--- src/rtl/audio_silence_trim_bounds_macros.svh ---
// ---------------------------------------------------------------------------
// audio_silence_trim_bounds assertion macros
// Shared concurrent assertion forms, empty when SYNTH is defined.
// ---------------------------------------------------------------------------
`ifndef AUDIO_SILENCE_TRIM_BOUNDS_MACROS_SVH
`define AUDIO_SILENCE_TRIM_BOUNDS_MACROS_SVH

`ifndef SYNTH

// same-cycle implication, disabled during reset
`define ASTB_ASSERT_IMP(label, clk, rst_n, ante, cons, msg) \
	label: assert property (@(posedge clk) disable iff (!rst_n) (ante) |-> (cons)) \
		else $error(msg);

// next-cycle implication, disabled during reset
`define ASTB_ASSERT_NXT(label, clk, rst_n, ante, cons, msg) \
	label: assert property (@(posedge clk) disable iff (!rst_n) (ante) |=> (cons)) \
		else $error(msg);

`else

`define ASTB_ASSERT_IMP(label, clk, rst_n, ante, cons, msg)
`define ASTB_ASSERT_NXT(label, clk, rst_n, ante, cons, msg)

`endif

`endif

--- src/rtl/astb_pkg.sv ---
// ---------------------------------------------------------------------------
// astb_pkg
// Constants, register indexes and codes for the silence trim bound detector.
// ---------------------------------------------------------------------------
package astb_pkg;

	// parameter defaults
	localparam int SAMPLE_BITS_DEF  = 24;
	localparam int FRAME_BITS_DEF   = 24;
	localparam int MAX_CHANNELS_DEF = 8;
	localparam int ALLOWANCE_DEF    = 4;

	// register and field widths
	localparam int THR_W   = 23;
	localparam int CHCNT_W = 4;
	localparam int MODE_W  = 2;
	localparam int CFG_W   = 23;
	localparam int IDX_W   = 2;
	localparam int OUT_W   = 24;
	localparam int STAT_W  = 2;

	// register indexes
	localparam logic [IDX_W-1:0] REG_THRESHOLD = 2'd0;
	localparam logic [IDX_W-1:0] REG_CHANNELS  = 2'd1;
	localparam logic [IDX_W-1:0] REG_MODE      = 2'd2;

	// register reset values
	localparam logic [THR_W-1:0]   THRESHOLD_RST = 23'd265;
	localparam logic [CHCNT_W-1:0] CHANNELS_RST  = 4'd1;

	// region modes
	localparam logic [MODE_W-1:0] MODE_START_ONLY = 2'd0;
	localparam logic [MODE_W-1:0] MODE_END_ONLY   = 2'd1;
	localparam logic [MODE_W-1:0] MODE_BOTH       = 2'd2;

	// status codes
	localparam logic [STAT_W-1:0] STAT_SILENT    = 2'd0;
	localparam logic [STAT_W-1:0] STAT_NO_TRIM   = 2'd1;
	localparam logic [STAT_W-1:0] STAT_TRIM      = 2'd2;

endpackage

--- src/rtl/audio_silence_trim_bounds.sv ---
// ---------------------------------------------------------------------------
// audio_silence_trim_bounds
// Finds the loud region of an interleaved audio clip and reports trim bounds.
// ---------------------------------------------------------------------------
//  channel | handshake            | payload
//  --------+----------------------+-----------------------------------
//  in      | in_valid / in_stall  | sample, last_sample
//  out     | out_valid / out_stall| trim_start, keep_end, trim_status
//  cfg     | cfg_wr_en            | cfg_index, cfg_data
//
// one sample per cycle while in_stall is low; an item is registered, then
// processed, and a last item's result is registered in the result register.
// in_stall rises only when a last item waits in the input register while the
// result register still holds an untaken result.
// arst_n clears clip state, handshake state and loads register defaults.
// ---------------------------------------------------------------------------
`include "audio_silence_trim_bounds_macros.svh"

module audio_silence_trim_bounds
	import astb_pkg::*;
#(
	parameter int SAMPLE_BITS  = SAMPLE_BITS_DEF,
	parameter int FRAME_BITS   = FRAME_BITS_DEF,
	parameter int MAX_CHANNELS = MAX_CHANNELS_DEF,
	parameter int ALLOWANCE    = ALLOWANCE_DEF
) (
	input  logic                          clk,
	input  logic                          arst_n,

	input  logic                          cfg_wr_en,
	input  logic [IDX_W-1:0]              cfg_index,
	input  logic [CFG_W-1:0]              cfg_data,

	input  logic                          in_valid,
	output logic                          in_stall,
	input  logic signed [SAMPLE_BITS-1:0] sample,
	input  logic                          last_sample,

	output logic                          out_valid,
	input  logic                          out_stall,
	output logic [OUT_W-1:0]              trim_start,
	output logic [OUT_W-1:0]              keep_end,
	output logic [STAT_W-1:0]             trim_status
);

	localparam int CH_W  = (MAX_CHANNELS > 1) ? $clog2(MAX_CHANNELS) : 1;
	localparam int CNT_W = $clog2(MAX_CHANNELS + 1);
	localparam int CMP_W = (SAMPLE_BITS > THR_W) ? SAMPLE_BITS : THR_W;
	localparam int EXT_W = FRAME_BITS + 9;
	localparam logic [FRAME_BITS-1:0] FRAME_MAX = {FRAME_BITS{1'b1}};

	// configuration registers
	logic [THR_W-1:0]   threshold_q;
	logic [CHCNT_W-1:0] chan_count_q;
	logic [MODE_W-1:0]  mode_q;

	always_ff @(posedge clk or negedge arst_n) begin
		if (!arst_n) begin
			threshold_q  <= THRESHOLD_RST;
			chan_count_q <= CHANNELS_RST;
			mode_q       <= MODE_BOTH;
		end else if (cfg_wr_en) begin
			case (cfg_index)
				REG_THRESHOLD: threshold_q  <= cfg_data[THR_W-1:0];
				REG_CHANNELS:  chan_count_q <= cfg_data[CHCNT_W-1:0];
				REG_MODE:      mode_q       <= cfg_data[MODE_W-1:0];
				default: ;
			endcase
		end
	end

	// input register
	logic                          valid_s1;
	logic signed [SAMPLE_BITS-1:0] sample_s1;
	logic                          last_s1;
	logic                          advance;
	logic                          in_take;
	logic                          out_take;
	logic                          out_valid_q;

	assign out_take = out_valid_q && !out_stall;
	assign advance  = valid_s1 && (!last_s1 || !out_valid_q || !out_stall);
	assign in_stall = valid_s1 && !advance;
	assign in_take  = in_valid && !in_stall;

	always_ff @(posedge clk or negedge arst_n) begin
		if (!arst_n) begin
			valid_s1 <= 1'b0;
		end else if (in_take) begin
			valid_s1 <= 1'b1;
		end else if (advance) begin
			valid_s1 <= 1'b0;
		end
	end

	always_ff @(posedge clk) begin
		if (in_take) begin
			sample_s1 <= sample;
			last_s1   <= last_sample;
		end
	end

	// clip state
	logic [FRAME_BITS-1:0] frame_q;
	logic [CH_W-1:0]       chan_q;
	logic                  frame_loud_q;
	logic                  seen_q;
	logic [FRAME_BITS-1:0] first_q;
	logic [FRAME_BITS-1:0] lend_q;

	// magnitude and loudness
	logic [SAMPLE_BITS-1:0] raw;
	logic [SAMPLE_BITS-1:0] mag;
	logic                   loud;

	assign raw  = sample_s1;
	assign mag  = raw[SAMPLE_BITS-1] ? (~raw + 1'b1) : raw;
	assign loud = CMP_W'(mag) > CMP_W'(threshold_q);

	// frame close decision
	logic [CNT_W-1:0] eff_chan;
	logic [CH_W:0]    chan_plus;
	logic             close;
	logic             loud_now;

	always_comb begin
		if (chan_count_q == '0) begin
			eff_chan = CNT_W'(1);
		end else if (5'(chan_count_q) > 5'(MAX_CHANNELS)) begin
			eff_chan = CNT_W'(MAX_CHANNELS);
		end else begin
			eff_chan = CNT_W'(chan_count_q);
		end
	end

	assign chan_plus = {1'b0, chan_q} + 1'b1;
	assign close     = (6'(chan_plus) >= 6'(eff_chan)) || last_s1;
	assign loud_now  = frame_loud_q || loud;

	// next clip state
	logic [FRAME_BITS-1:0] frame_inc;
	logic [FRAME_BITS-1:0] frame_nx;
	logic [CH_W-1:0]       chan_nx;
	logic                  frame_loud_nx;
	logic                  seen_nx;
	logic [FRAME_BITS-1:0] first_nx;
	logic [FRAME_BITS-1:0] lend_nx;

	assign frame_inc = (frame_q != FRAME_MAX) ? frame_q + 1'b1 : frame_q;

	always_comb begin
		frame_nx      = frame_q;
		chan_nx       = chan_q;
		frame_loud_nx = loud_now;
		seen_nx       = seen_q;
		first_nx      = first_q;
		lend_nx       = lend_q;
		if (close) begin
			if (loud_now) begin
				if (!seen_q) begin
					first_nx = frame_q;
				end
				lend_nx = frame_inc;
				seen_nx = 1'b1;
			end
			frame_nx      = frame_inc;
			chan_nx       = '0;
			frame_loud_nx = 1'b0;
		end else begin
			chan_nx = CH_W'(chan_plus);
		end
	end

	always_ff @(posedge clk or negedge arst_n) begin
		if (!arst_n) begin
			frame_q      <= '0;
			chan_q       <= '0;
			frame_loud_q <= 1'b0;
			seen_q       <= 1'b0;
			first_q      <= '0;
			lend_q       <= '0;
		end else if (advance) begin
			if (last_s1) begin
				frame_q      <= '0;
				chan_q       <= '0;
				frame_loud_q <= 1'b0;
				seen_q       <= 1'b0;
				first_q      <= '0;
				lend_q       <= '0;
			end else begin
				frame_q      <= frame_nx;
				chan_q       <= chan_nx;
				frame_loud_q <= frame_loud_nx;
				seen_q       <= seen_nx;
				first_q      <= first_nx;
				lend_q       <= lend_nx;
			end
		end
	end

	// bounds
	logic             do_start;
	logic             do_end;
	logic [EXT_W-1:0] total_ext;
	logic [EXT_W-1:0] first_ext;
	logic [EXT_W-1:0] end_ext;
	logic [EXT_W-1:0] tstart;
	logic [EXT_W-1:0] kend;
	logic [STAT_W-1:0] status;

	assign do_start  = (mode_q != MODE_END_ONLY);
	assign do_end    = (mode_q != MODE_START_ONLY);
	assign total_ext = EXT_W'(frame_nx);
	assign first_ext = EXT_W'(first_nx);
	assign end_ext   = EXT_W'(lend_nx) + EXT_W'(ALLOWANCE);

	always_comb begin
		tstart = '0;
		kend   = total_ext;
		status = STAT_SILENT;
		if (seen_nx) begin
			if (do_start && (first_ext >= EXT_W'(ALLOWANCE))) begin
				tstart = first_ext - EXT_W'(ALLOWANCE);
			end
			if (do_end && (end_ext < total_ext)) begin
				kend = end_ext;
			end
			status = ((tstart == '0) && (kend == total_ext)) ? STAT_NO_TRIM : STAT_TRIM;
		end
	end

	// result register
	always_ff @(posedge clk or negedge arst_n) begin
		if (!arst_n) begin
			out_valid_q <= 1'b0;
		end else if (advance && last_s1) begin
			out_valid_q <= 1'b1;
		end else if (out_take) begin
			out_valid_q <= 1'b0;
		end
	end

	logic [OUT_W-1:0]  trim_start_q;
	logic [OUT_W-1:0]  keep_end_q;
	logic [STAT_W-1:0] status_q;

	always_ff @(posedge clk) begin
		if (advance && last_s1) begin
			trim_start_q <= OUT_W'(tstart);
			keep_end_q   <= OUT_W'(kend);
			status_q     <= status;
		end
	end

	assign out_valid   = out_valid_q;
	assign trim_start  = trim_start_q;
	assign keep_end    = keep_end_q;
	assign trim_status = status_q;

	// checks
	`ASTB_ASSERT_NXT(a_last_gives_result, clk, arst_n, advance && last_s1, out_valid_q, "last item produced no result")
	`ASTB_ASSERT_NXT(a_clip_cleared, clk, arst_n, advance && last_s1, (frame_q == '0) && !seen_q && (chan_q == '0), "clip state not cleared after last item")
	`ASTB_ASSERT_IMP(a_stall_needs_item, clk, arst_n, in_stall, valid_s1 && last_s1 && out_valid_q, "input stalled without a pending last item")
	`ASTB_ASSERT_IMP(a_bounds_order, clk, arst_n, seen_q, (first_q < lend_q) && (lend_q <= frame_q), "loud bounds out of order")

endmodule
--- config.mk ---
export PLATFORM = sky130hd
export DESIGN_NAME = audio_silence_trim_bounds
export DESIGN_NICKNAME = d
export VERILOG_FILES = /design/src/rtl/astb_pkg.sv /design/src/rtl/audio_silence_trim_bounds.sv
export VERILOG_INCLUDE_DIRS = /design/src /design/src/rtl
export SDC_FILE = /design/constraint.sdc
export NUM_CORES = 1
export LEC_CHECK = 0
export BUFFER_PORTS_ARGS = -buffer_cell sky130_fd_sc_hd__clkbuf_2
export CAP_MARGIN = 20
export CORE_ASPECT_RATIO = 0.5
export CORE_UTILIZATION = 40
export DETAILED_ROUTE_END_ITERATION = 8
export GPL_ROUTABILITY_DRIVEN = 1
export PLACE_DENSITY_LB_ADDON = 0.1
export SLEW_MARGIN = 25
export SYNTH_ARGS = -nofsm -noshare
export SYNTH_HDL_FRONTEND = slang
export SYNTH_SLANG_ARGS = --single-unit
--- constraint.sdc ---
create_clock -name clk -period 8.53 [get_ports clk]
set_clock_uncertainty 0.05 [all_clocks]
set_input_delay 1.706 -clock clk [delete_from_list [all_inputs] [get_ports clk]]
set_output_delay 1.706 -clock clk [all_outputs]
set_load 0.05 [all_outputs]
== Word-level counts from Yosys, hierarchy flattened ==
Index checks and enable logic that the tools add are counted.
Operators by class
  reduce and logical (&&, ||, !) cells: 26
  add/subtract/negate cells: 5
  equal/unequal tests: 5
  mux-type cells: 30
  bitwise operators: 1
  order comparisons: 5
Operators with widths (count)
  24-bit two-way mux: 12
  33-bit two-way mux: 3
  24-bit by 1-bit adder with 24-bit output, second input constant: 2
  33-bit by 24-bit equality test with 1-bit output: 1
  33-bit logical NOT: 1
  24-bit by 3-bit adder with 25-bit output, second input constant: 1
  25-bit by 24-bit less-than comparator with 1-bit output: 1
  25-bit two-way mux: 1
  24-bit by 3-bit subtractor with 25-bit output, second input constant: 1
  24-bit by 3-bit greater-or-equal comparator with 1-bit output, second input constant: 1
  24-bit by 23-bit > comparator with 1-bit output: 1
  24-bit != test, second input constant: 1
  24-bit inverter: 1
  1-bit two-way mux: 9
  1-bit logical AND: 8
  4-bit two-way mux: 2
  3-bit two-way mux: 2
  2-bit AND reduction: 3
  2-bit nonzero test: 3
  1-bit logical NOT: 5
  3-bit by 1-bit adder with 4-bit output, second input constant: 1
  4-bit greater-or-equal comparator: 1
  4-bit > comparator, second input constant: 1
  4-bit logical NOT: 1
  6 further kinds: 9
Storage, ports and cells
  register bits after elaboration: 183
  input bits: 55
  output and inout port bits: 52
  logic and storage cells: 88

== Longest topological paths before layout ==
Gate-level depths: netlist of the first run.
  depth after elaboration: 15
  depth in mapped cells: 47
  mapped depth without buffers: 41

== Worst setup path before layout of the first run ==
No wires, ideal clock.
  path kind: register to register
  from: register sample_s1[3] (netlist: raw[3])
  to: register keep_end_q[22] (netlist: keep_end[22]) (data pin)
  clock period less this slack: 8.954 ns
  buffers on the path: 5
  required time: 8.210 ns
  stages on the path, launching flop included: 40
  library setup time: 0.270 ns
  path slack: -0.424 ns
  arrival time: 8.633 ns
  cells stage by stage: edfxtp_1 -> or3_1 -> or2_2 -> nor2_1 -> nand2_1 -> or2_2 -> nand2b_1 -> o31ai_1 -> xnor2_1 -> ha_1 -> nand3_1 -> nor3_1 -> a2111oi_0 -> nand2_1 -> o311a_2 -> nor2_2 -> buf_2 -> clkbuf_1 -> [4 not listed] -> inv_1 -> nor4_1 -> a31o_2 -> nand2_1 -> or4_4 -> o41ai_4 -> xnor2_1 -> ha_1 -> nor2b_1 -> a2111oi_0 -> nand2_1 -> o211ai_1 -> a41oi_1 -> or3_1 -> clkbuf_1 -> clkbuf_1 -> nor2_1 -> a21oi_1
Between the ends
  longest elaborated chain between the ends: 13
  elaborated cells on any way between the ends: 15
  those cells by class: add/sub: 2; order compare: 2; mux: 8; bitwise: 1; reduce/logical: 2
RTL lines
  start, declared: line audio_silence_trim_bounds.sv:74  | logic signed [SAMPLE_BITS-1:0] sample_s1;
  start signal, assigned: line audio_silence_trim_bounds.sv:98  | sample_s1 <= sample;
  24-bit inverter: line audio_silence_trim_bounds.sv:117  | assign mag = raw[SAMPLE_BITS-1] ? (~raw + 1'b1) : raw;
  24-bit by 1-bit adder with 24-bit output: line audio_silence_trim_bounds.sv:117
  24-bit two-way mux *: line audio_silence_trim_bounds.sv:117
  24-bit by 23-bit > comparator with 1-bit output *: line audio_silence_trim_bounds.sv:118  | assign loud = CMP_W'(mag) > CMP_W'(threshold_q);
  1-bit logical OR *: line audio_silence_trim_bounds.sv:138  | assign loud_now = frame_loud_q || loud;
  24-bit two-way mux: line audio_silence_trim_bounds.sv:159  | if (loud_now) begin
  24-bit two-way mux: line audio_silence_trim_bounds.sv:158  | if (close) begin
  24-bit by 3-bit adder with 25-bit output: line audio_silence_trim_bounds.sv:215  | assign end_ext = EXT_W'(lend_nx) + EXT_W'(ALLOWANCE);
  25-bit by 24-bit less-than comparator with 1-bit output: line audio_silence_trim_bounds.sv:225  | if (do_end && (end_ext < total_ext)) begin
  1-bit logical AND: line audio_silence_trim_bounds.sv:225
  25-bit two-way mux: line audio_silence_trim_bounds.sv:225
  33-bit two-way mux: line audio_silence_trim_bounds.sv:221  | if (seen_nx) begin
  24-bit two-way mux *: line audio_silence_trim_bounds.sv:221
  via kend[22]: line audio_silence_trim_bounds.sv:208  | logic [EXT_W-1:0] kend;
  end signal, assigned: line audio_silence_trim_bounds.sv:250  | keep_end_q <= OUT_W'(kend);
  end, declared: line audio_silence_trim_bounds.sv:244  | logic [OUT_W-1:0] keep_end_q;
Mark *: on every way through the listed nets, which the timed path passes. The rest lies on a longest branch. The select of a mux whose other input is x is not followed.
A chain may end at the register's enable or synchronous reset.

== Final worst setup path of the first run ==
  from: register sample_s1[3] (netlist: raw[3])
  to: register keep_end_q[0] (netlist: keep_end[0]) (data pin)
Same word-level chain as after synthesis.

==> flow_metrics.env, run 1 <==
export IMPL_run_status="finished clean"
export IMPL_grt_usage_pct=26.0
export IMPL_worstReg2RegStart="raw[3]"
export IMPL_power_clock_fraction_pct=19.4
export IMPL_critical_path_slowest_cell="edfxtp_1"
export IMPL_vias=11600
export IMPL_yosysSeqAreaShare_pct=39.1
export IMPL_path_clk_slew_ns=0.07
export IMPL_die_w_um=254
export IMPL_hold_buffers=0
export IMPL_syn2layout_area_growth_pct=15.2
export IMPL_cts_buffers=17
export IMPL_dp_hpwl_mm=30.6
export IMPL_core_mm2=0.0307
export IMPL_synth_fp_nets=1548
export IMPL_finalWorstSetupSlack_ns=0.376
export IMPL_num_rows=45
export IMPL_route_detailed_drc=0
export IMPL_swShare_pct=45.0
export IMPL_clock_root_buffer="clkbuf_16"
export IMPL_clockBufferDepth=2
export IMPL_synthDistinctLibCells=86
export IMPL_cts_tree="built"
export IMPL_final_common_cell="nand2_1"
export IMPL_power_frac_seq_pct=28.5
export IMPL_fmax_mhz=123
export IMPL_syn_area_per_cell_um2=8.84
export IMPL_fin_nets=1645
export IMPL_reg2regPathDepth=34
export IMPL_slowest_delay_ns=0.43
export IMPL_io_pins=107
export IMPL_p_int_uw=2390
export IMPL_ys_warn_count=0
export IMPL_critPathArrivalTime_ns=8.31
export IMPL_reg2reg_to="keep_end[0]"
export IMPL_synth_seq_cells=183
export IMPL_hold_class="register to register"
export IMPL_drt_pass1_iter_count=6
export IMPL_layout_min_cycle_time_ns=8.15
export IMPL_syn_cell_area_mm2=0.0127
export IMPL_maxSlewHeadroom_pct=38.7
export IMPL_holdCritStartpoint="lend_q[23]"
export IMPL_crit_path_end_kind="register"
export IMPL_hold_slack_ns=0.458
export IMPL_drv_slew=0
export IMPL_rrSetupSlack_ns=0.38
export IMPL_io_buffers=106
export IMPL_crit_path_max_fanout=8
export IMPL_hold_viol_final=0
export IMPL_grt_pass1_vias=11000
export IMPL_tightest_slew_ns=0.913
export IMPL_startpoint_type="register"
export IMPL_timing_hold_worst_path_depth=2
export IMPL_power_density_mw_per_mm2=297
export IMPL_grt_pass1_wl_mm=64.1
export IMPL_finalSetupViolCount=0
export IMPL_clock_latency_ns=0.46
export IMPL_worstSetupPathType="register to register"
export IMPL_synthArstFlopShare_pct=59.0
export IMPL_worst_endpoint_required_ns=8.68
export IMPL_clock_sinks=183
export IMPL_gp_congestion=0.977
export IMPL_max_vdd_ir_drop_mv=0.157
export IMPL_grt_max_degree=62
export IMPL_ant_nets=0
export IMPL_drive_gt1_share_pct=17.7
export IMPL_post_place_ws_ns=0.00445
export IMPL_htree_levels=4
export IMPL_dominantRegCellSynth="dfrtp_1"
export IMPL_synth_cells=1437
export IMPL_worst_hold_path_endpoint="lend_q[23]"
export IMPL_die_h_um=128
export IMPL_pwr_share_comb_pct=52.1
export IMPL_finalWirelength_mm=41.4
export IMPL_viasPerCell=5.87
export IMPL_antenna_found_initial=0
export IMPL_die_area_mm2=0.0325
export IMPL_wl_per_cell_um=21.0
export IMPL_first_iter_violations=1066
export IMPL_initial_utilization_pct=41.3
export IMPL_switchingPower_uw=1950
export IMPL_min_period_over_period_pct=95.6
export IMPL_layout_common_cells="172 x nand2_1, 125 x nor2_1, 118 x o21ai_0"
export IMPL_synth_edf_count=75
export IMPL_maxCapViolCount=0
export IMPL_final_setup_tns_ns=0
export IMPL_diodes=0
export IMPL_overflow=0
export IMPL_final_util_pct=47.6
export IMPL_leakage_uw=0.00610
sequential cells by signal (all words and copies together), names as in the netlist:
register / flops
seen_q: 1
frame_q: 24
trim_status: 2
chan_q: 3
keep_end: 24
threshold_q: 23
trim_start: 24
mode_q: 2
last_s1: 1
out_valid: 1
first_q: 24
lend_q: 24
frame_loud_q: 1
raw: 24
valid_s1: 1
chan_count_q: 4
worst max-delay path by stage:
stage | startpoint | end | slack [ns] | cells after the start
after floorplan | raw[3] | keep_end[22] | 0.01 | 39
after global placement | raw[3] | keep_end[0] | 0.27 | 35
after detailed placement | raw[5] | keep_end[0] | 0.004 | 35
after CTS | raw[5] | keep_end[0] | 0.008 | 35
after global routing | raw[7] | keep_end[0] | -0.01 | 39
final | raw[3] | keep_end[0] | 0.38 | 34
metrics by stage:
| stage | cells | power (uW) | instance area [um2] |
|---|---|---|---|
| final | 1970 | 4340 | 14600 |
| after global routing | 1970 | 4610 | 14600 |
| after CTS | 1969 | 4310 | 14500 |
| after detailed placement | 1937 | 3450 | 13900 |
| after global placement | 1937 | 3410 | 13900 |
| after floorplan | 1437 | 2740 | 12700 |
cell usage after synthesis (all sizes together) (5+ instances only):
| master | count | area [um2] |
|---|---|---|
| nand2 | 175 | 659 |
| nor2 | 129 | 489 |
| o21ai | 122 | 611 |
| dfrtp | 103 | 2580 |
| xnor2 | 91 | 805 |
| edfxtp | 75 | 2250 |
| a21oi | 66 | 330 |
| inv | 61 | 229 |
| ha | 56 | 701 |
| clkbuf | 54 | 203 |
| nand3 | 39 | 200 |
| xor2 | 37 | 324 |
| nor3 | 35 | 175 |
| buf | 31 | 169 |
| nand4 | 31 | 194 |
| nor4 | 24 | 163 |
| a22o | 21 | 184 |
| or3 | 19 | 129 |
| a211oi | 17 | 128 |
| mux2i | 17 | 170 |
| o31ai | 15 | 113 |
| or4 | 14 | 113 |
| nand2b | 13 | 88.8 |
| o22ai | 13 | 81.3 |
| or2 | 13 | 81.3 |
| and3 | 12 | 76.3 |
| mux2 | 12 | 135 |
| and4 | 11 | 98.8 |
| a31oi | 9 | 56.3 |
| and2 | 9 | 56.3 |
| a21o | 8 | 60.1 |
| nor3b | 8 | 60.1 |
| a2111oi | 6 | 71.3 |
| nor2b | 6 | 37.5 |
| o211ai | 6 | 45.0 |
| a21boi | 5 | 37.5 |
| a2bb2oi | 5 | 43.8 |
| dfstp | 5 | 131 |
| o21a | 5 | 37.5 |
| o41ai | 5 | 62.6 |
metal layers:
metal	up-vias	track usage (%)	part of all wire [%]
li1	5392	-	-
met1	5681	37.7	47
met2	438	39.4	44
met3	47	4.43	7.2
met4	0	8.19	2.0
met5	-	0	0
cell families (layout without fill, tap and decap cells):
group	after synthesis	count (layout)	synth area share (%)
mux	29	29	2.40
simple gates	547	547	21.3
buf+inv	146	256	4.73
compound gates	347	347	17.9
fa+ha+maj	56	56	5.52
flops	183	183	39.1
xor+xnor	129	129	9.06
power groups by stage:
stage	Clock, uW	Sequential [uW]	Combinational, uW
floorplan	0	1460	1280
CTS	864	1230	2210
global placement	0	1250	2160
finish	844	1240	2260
detailed placement	0	1250	2200
global route	896	1250	2460
critical path: cells and delay by family, from the launching register on:
kind,cells,cell delay [ns]
xor+xnor,2,0.33
buf+inv,3,0.57
simple gates,16,3.25
compound gates,10,2.44
fa+ha+maj,3,0.83
flops,1,0.43
final cells by class:
cell class	instances	area [um2]
fill	2996	16100
multi-input combinational	1108	7330
sequential	183	4960
timing repair buffer	163	973
tap	423	529
clock buffer	18	429
inverter	61	229
clock inverter	14	169
timing repair:
action | CTS | global route
gates resized for setup | 2 | 28
setup buffers | 0 | 1
pin swaps | 0 | 6
setup endpoints to repair | 1 | 26
hold endpoints to repair | 0 | 0
No activity file was read; power rests on OpenSTA's default activity.
==> run 2, diff against run 1 <==
--- a/config.mk
+++ b/config.mk
@@ -8,11 +8,13 @@
 export LEC_CHECK = 0
 export BUFFER_PORTS_ARGS = -buffer_cell sky130_fd_sc_hd__clkbuf_2
 export CAP_MARGIN = 20
+export CELL_PAD_IN_SITES_DETAIL_PLACEMENT = 1
+export CELL_PAD_IN_SITES_GLOBAL_PLACEMENT = 2
 export CORE_ASPECT_RATIO = 0.5
-export CORE_UTILIZATION = 40
+export CORE_UTILIZATION = 34
 export DETAILED_ROUTE_END_ITERATION = 8
 export GPL_ROUTABILITY_DRIVEN = 1
-export PLACE_DENSITY_LB_ADDON = 0.1
+export PLACE_DENSITY = 0.78
 export SLEW_MARGIN = 25
 export SYNTH_ARGS = -nofsm -noshare
 export SYNTH_HDL_FRONTEND = slang
==> flow_metrics.env, run 2 (synthesis results as in run 1) <==
export IMPL_clock_root_buffer="clkbuf_16"
export IMPL_holdCritStartpoint="lend_q[23]"
export IMPL_grt_pass1_vias=12100
export IMPL_core_mm2=0.0364
export IMPL_clock_sinks=183
export IMPL_die_area_mm2=0.0382
export IMPL_crit_path_max_fanout=15
export IMPL_final_common_cell="nand2_1"
export IMPL_antenna_found_initial=1
export IMPL_initial_utilization_pct=34.9
export IMPL_rsz0062_at_grt="yes"
export IMPL_fin_area_mm2=0.0148
export IMPL_leakage_uw=0.00609
export IMPL_route_detailed_drc=0
export IMPL_critical_path_slowest_cell="or4_4"
export IMPL_layout_common_cells="171 x nand2_1, 126 x nor2_1, 116 x o21ai_0"
export IMPL_clockBufferDepth=2
export IMPL_worstReg2RegStart="raw[3]"
export IMPL_ant_nets=0
export IMPL_grt_usage_pct=24.4
export IMPL_p_int_uw=2380
export IMPL_swShare_pct=46.2
export IMPL_maxSlewHeadroom_pct=32.8
export IMPL_crit_path_end_kind="register"
export IMPL_drive_gt1_share_pct=18.3
export IMPL_reg2reg_to="trim_status[0]"
export IMPL_hold_viol_final=0
export IMPL_diodes=0
export IMPL_worstSetupPathType="register to register"
export IMPL_min_period_over_period_pct=96.3
export IMPL_max_vdd_ir_drop_mv=0.167
export IMPL_power_clock_fraction_pct=18.4
export IMPL_syn2layout_area_growth_pct=16.2
export IMPL_hold_class="register to register"
export IMPL_final_setup_tns_ns=0
export IMPL_place_area_mm2=0.0139
export IMPL_first_iter_violations=918
export IMPL_finalWirelength_mm=45.7
export IMPL_instances_no_fill=2035
export IMPL_rrSetupSlack_ns=0.32
export IMPL_dp_hpwl_mm=34.0
export IMPL_gp_congestion=0.915
export IMPL_worst_endpoint_required_ns=8.75
export IMPL_startpoint_type="register"
export IMPL_htree_levels=4
export IMPL_fmax_mhz=122
export IMPL_wl_per_cell_um=22.5
export IMPL_io_buffers=106
export IMPL_hold_slack_ns=0.465
export IMPL_fin_nets=1649
export IMPL_pwr_share_comb_pct=53.4
export IMPL_clock_latency_ns=0.46
export IMPL_crit_path_start="raw[3]"
export IMPL_final_util_pct=40.6
export IMPL_power_frac_seq_pct=28.2
export IMPL_critPathArrivalTime_ns=8.43
export IMPL_vias=11600
export IMPL_viasPerCell=5.72
export IMPL_io_pins=107
export IMPL_hold_buffers=0
export IMPL_place_inst=1995
export IMPL_tightest_slew_ns=1.00
export IMPL_die_h_um=139
export IMPL_finalSetupViolCount=0
export IMPL_power_density_mw_per_mm2=299
export IMPL_layout_min_cycle_time_ns=8.21
export IMPL_slowest_delay_ns=0.50
export IMPL_path_clk_slew_ns=0.07
export IMPL_num_rows=49
export IMPL_grt_max_degree=62
export IMPL_timing_hold_worst_path_depth=2
export IMPL_grt_pass1_wl_mm=71.2
export IMPL_die_w_um=275
export IMPL_reg2regPathDepth=32
export IMPL_overflow=0
export IMPL_switchingPower_uw=2040
export IMPL_endpoint="trim_status[0]"
export IMPL_drv_slew=0
export IMPL_drt_pass1_iter_count=5
export IMPL_maxCapViolCount=0
export IMPL_cts_buffers=17
export IMPL_run_status="finished clean"
export IMPL_cts_tree="built"
-- run 2: metal layers --
layer	global-route usage, %	part of all wire (%)	up-vias
met2	37.3	44	340
met1	34.5	47	5852
li1	-	-	5404
met3	5.75	6.3	53
met5	0	0	-
met4	6.14	1.9	0
-- run 2: through the flow --
stage               setup slack (ns)  power [uW]
floorplan                     0.0102        2740
global placement              -0.155        3440
detailed placement            -0.485        3500
CTS                          0.00493        4350
global route                 -0.0369        4680
finish                         0.318        4420
-- run 2: timing repair --
action                                  CTS  global route
pin swaps                                 1            16
setup buffers                             2             6
gates resized for setup                  11            27
endpoints found under the setup margin   26            26
-- run 2: worst min path at each step --
stage | end | slack, ns
finish | lend_q[23] | 0.46
global route | threshold_q[3] | 0.51
CTS | lend_q[22] | 0.47
detailed placement | lend_q[22] | 0.46
global placement | lend_q[23] | 0.43
floorplan | lend_q[22] | 0.42
-- run 2: critical path: cells and delay by family, from the launching register on --
kind                     cells  cell delay (ns)
flip-flops                   1             0.45
AND/OR/NAND/NOR             16             3.80
buffers and inverters        4             0.70
XOR/XNOR                     2             0.44
AO/OA/AOI/OAI                7             1.83
multiplexers                 1             0.19
adder cells (fa/ha/maj)      2             0.57
-- run 2: layout make-up --
type | count | area [um2]
inverters | 61 | 229
clock buffers | 20 | 457
fillers | 4226 | 21600
well taps | 484 | 606
clock inverters | 12 | 116
repair buffers | 167 | 1010
multi-input cells | 1108 | 7370
flip-flops and latches | 183 | 4960
-- run 2: power groups by stage --
stage	clock, uW	combinational (uW)	sequential (uW)
after floorplan	0	1280	1460
after global placement	0	2180	1250
after detailed placement	0	2240	1260
after CTS	831	2280	1240
after global routing	866	2560	1260
final	814	2360	1240
==> run 3, diff against run 2 <==
--- a/config.mk
+++ b/config.mk
@@ -11,10 +11,10 @@
 export CELL_PAD_IN_SITES_DETAIL_PLACEMENT = 1
 export CELL_PAD_IN_SITES_GLOBAL_PLACEMENT = 2
 export CORE_ASPECT_RATIO = 0.5
-export CORE_UTILIZATION = 34
+export CORE_UTILIZATION = 25
 export DETAILED_ROUTE_END_ITERATION = 8
 export GPL_ROUTABILITY_DRIVEN = 1
-export PLACE_DENSITY = 0.78
+export PLACE_DENSITY = 0.61
 export SLEW_MARGIN = 25
 export SYNTH_ARGS = -nofsm -noshare
 export SYNTH_HDL_FRONTEND = slang
==> flow_metrics.env, run 3 (synthesis results as in run 1) <==
export IMPL_htree_levels=4
export IMPL_reg2regPathDepth=35
export IMPL_grt_pass1_wl_mm=74.6
export IMPL_p_int_uw=2410
export IMPL_fmax_mhz=123
export IMPL_viasPerCell=5.11
export IMPL_hold_viol_final=0
export IMPL_worstSetupPathType="register to register"
export IMPL_cts_tree="built"
export IMPL_finalSetupViolCount=0
export IMPL_run_status="finished clean"
export IMPL_final_util_pct=30.5
export IMPL_timing_hold_worst_path_depth=2
export IMPL_place_inst=2205
export IMPL_power_density_mw_per_mm2=297
export IMPL_drive_gt1_share_pct=18.8
export IMPL_clockBufferDepth=2
export IMPL_leakage_uw=0.00614
export IMPL_fin_nets=1663
export IMPL_first_iter_violations=741
export IMPL_num_rows=57
export IMPL_pwr_share_comb_pct=53.5
export IMPL_dp_hpwl_mm=36.9
export IMPL_grt_max_degree=64
export IMPL_power_frac_seq_pct=27.6
export IMPL_antenna_found_initial=0
export IMPL_io_pins=107
export IMPL_critPathArrivalTime_ns=8.39
export IMPL_final_common_cell="nand2_1"
export IMPL_power_clock_fraction_pct=19.0
export IMPL_ant_nets=0
export IMPL_swShare_pct=46.1
export IMPL_final_setup_tns_ns=0
export IMPL_maxCapViolCount=0
export IMPL_diodes=0
export IMPL_switchingPower_uw=2060
export IMPL_slowest_delay_ns=0.44
export IMPL_hold_buffers=0
export IMPL_layout_min_cycle_time_ns=8.12
export IMPL_critical_path_slowest_cell="or3_4"
export IMPL_syn2layout_area_growth_pct=18.6
export IMPL_drv_slew=0
export IMPL_core_mm2=0.0494
export IMPL_grt_pass1_vias=11900
export IMPL_io_buffers=106
export IMPL_crit_path_max_fanout=34
export IMPL_finalWirelength_mm=48.9
export IMPL_clock_sinks=183
export IMPL_gp_congestion=0.891
export IMPL_clock_root_buffer="clkbuf_16"
export IMPL_instances_no_fill=2243
export IMPL_die_area_mm2=0.0518
export IMPL_initial_utilization_pct=25.7
export IMPL_path_clk_slew_ns=0.07
export IMPL_overflow=0
export IMPL_tightest_slew_ns=0.969
export IMPL_die_h_um=161
export IMPL_wl_per_cell_um=21.8
export IMPL_startpoint_type="register"
export IMPL_drt_pass1_iter_count=5
export IMPL_cts_buffers=17
export IMPL_hold_class="register to register"
export IMPL_worst_endpoint_required_ns=8.80
export IMPL_maxSlewHeadroom_pct=35.0
export IMPL_grt_usage_pct=19.0
export IMPL_die_w_um=321
export IMPL_max_vdd_ir_drop_mv=0.141
export IMPL_route_detailed_drc=0
export IMPL_min_period_over_period_pct=95.2
export IMPL_crit_top_cell="nand2_1"
export IMPL_vias=11500
export IMPL_clock_latency_ns=0.47
export IMPL_crit_path_end_kind="register"
export IMPL_layout_common_cells="171 x nand2_1, 127 x nor2_1, 115 x o21ai_0"
[run 3: final cells by class]
cell class	count	area [um2]
tap	678	848
multi-input combinational	1108	7330
inverter	61	229
fill	5773	34300
sequential	183	4960
timing repair buffer	181	1110
clock inverter	14	148
clock buffer	18	439
[run 3: power groups by stage]
stage	registers (uW)	logic (uW)	clock network (uW)
floorplan	1460	1280	0
global placement	1250	2250	0
detailed placement	1250	2310	0
CTS	1230	2330	868
global route	1250	2610	898
finish	1230	2390	847
[run 3: what timing repair did]
action,in CTS,in global routing
setup buffers,1,5
cloned,0,0
resized for setup,6,27
pin swaps,2,8
endpoints found under the setup margin,26,26
[run 3: metal layers]
| metal | GRT usage [%] | routed length, um |
|---|---|---|
| met1 | 27.0 | 24400 |
| met2 | 30.1 | 21700 |
| met3 | 3.42 | 2170 |
| met4 | 3.98 | 554 |
| met5 | 0 | 0 |
[run 3: worst paths after layout]
check / from / to / slack (ns)
min in group asynchronous: arst_n / threshold_q[17] / 1.21
setup / recovery: raw[5] / keep_end[19] / 0.41
hold / removal: threshold_q[3] / threshold_q[3] / 0.47
hold reg to reg: threshold_q[3] / threshold_q[3] / 0.47
max in group asynchronous: arst_n / first_q[16] / 6.08
setup reg to reg: raw[5] / keep_end[19] / 0.41
[run 3: per-stage QoR]
| step | hold slack (ns) | setup slack [ns] | cell area [um2] | total power, uW |
|---|---|---|---|---|
| 2_1_floorplan | 0.416 | 0.0102 | 12700 | 2740 |
| 3_3_place_gp | 0.439 | -0.00158 | 14300 | 3500 |
| 3_5_place_dp | 0.459 | -0.384 | 14300 | 3560 |
| 4_1_cts | 0.470 | 0.00490 | 14900 | 4430 |
| 5_1_grt | 0.513 | -0.0574 | 15100 | 4760 |
| 6_report | 0.466 | 0.408 | 15100 | 4470 |
[run 3: critical path, delay by kind of cell (launching register included)]
family | cells | cell delay, ns
fa+ha+maj | 3 | 0.81
compound gates | 9 | 2.20
flops | 1 | 0.38
simple gates | 18 | 3.65
buf+inv | 3 | 0.50
xor+xnor | 2 | 0.35
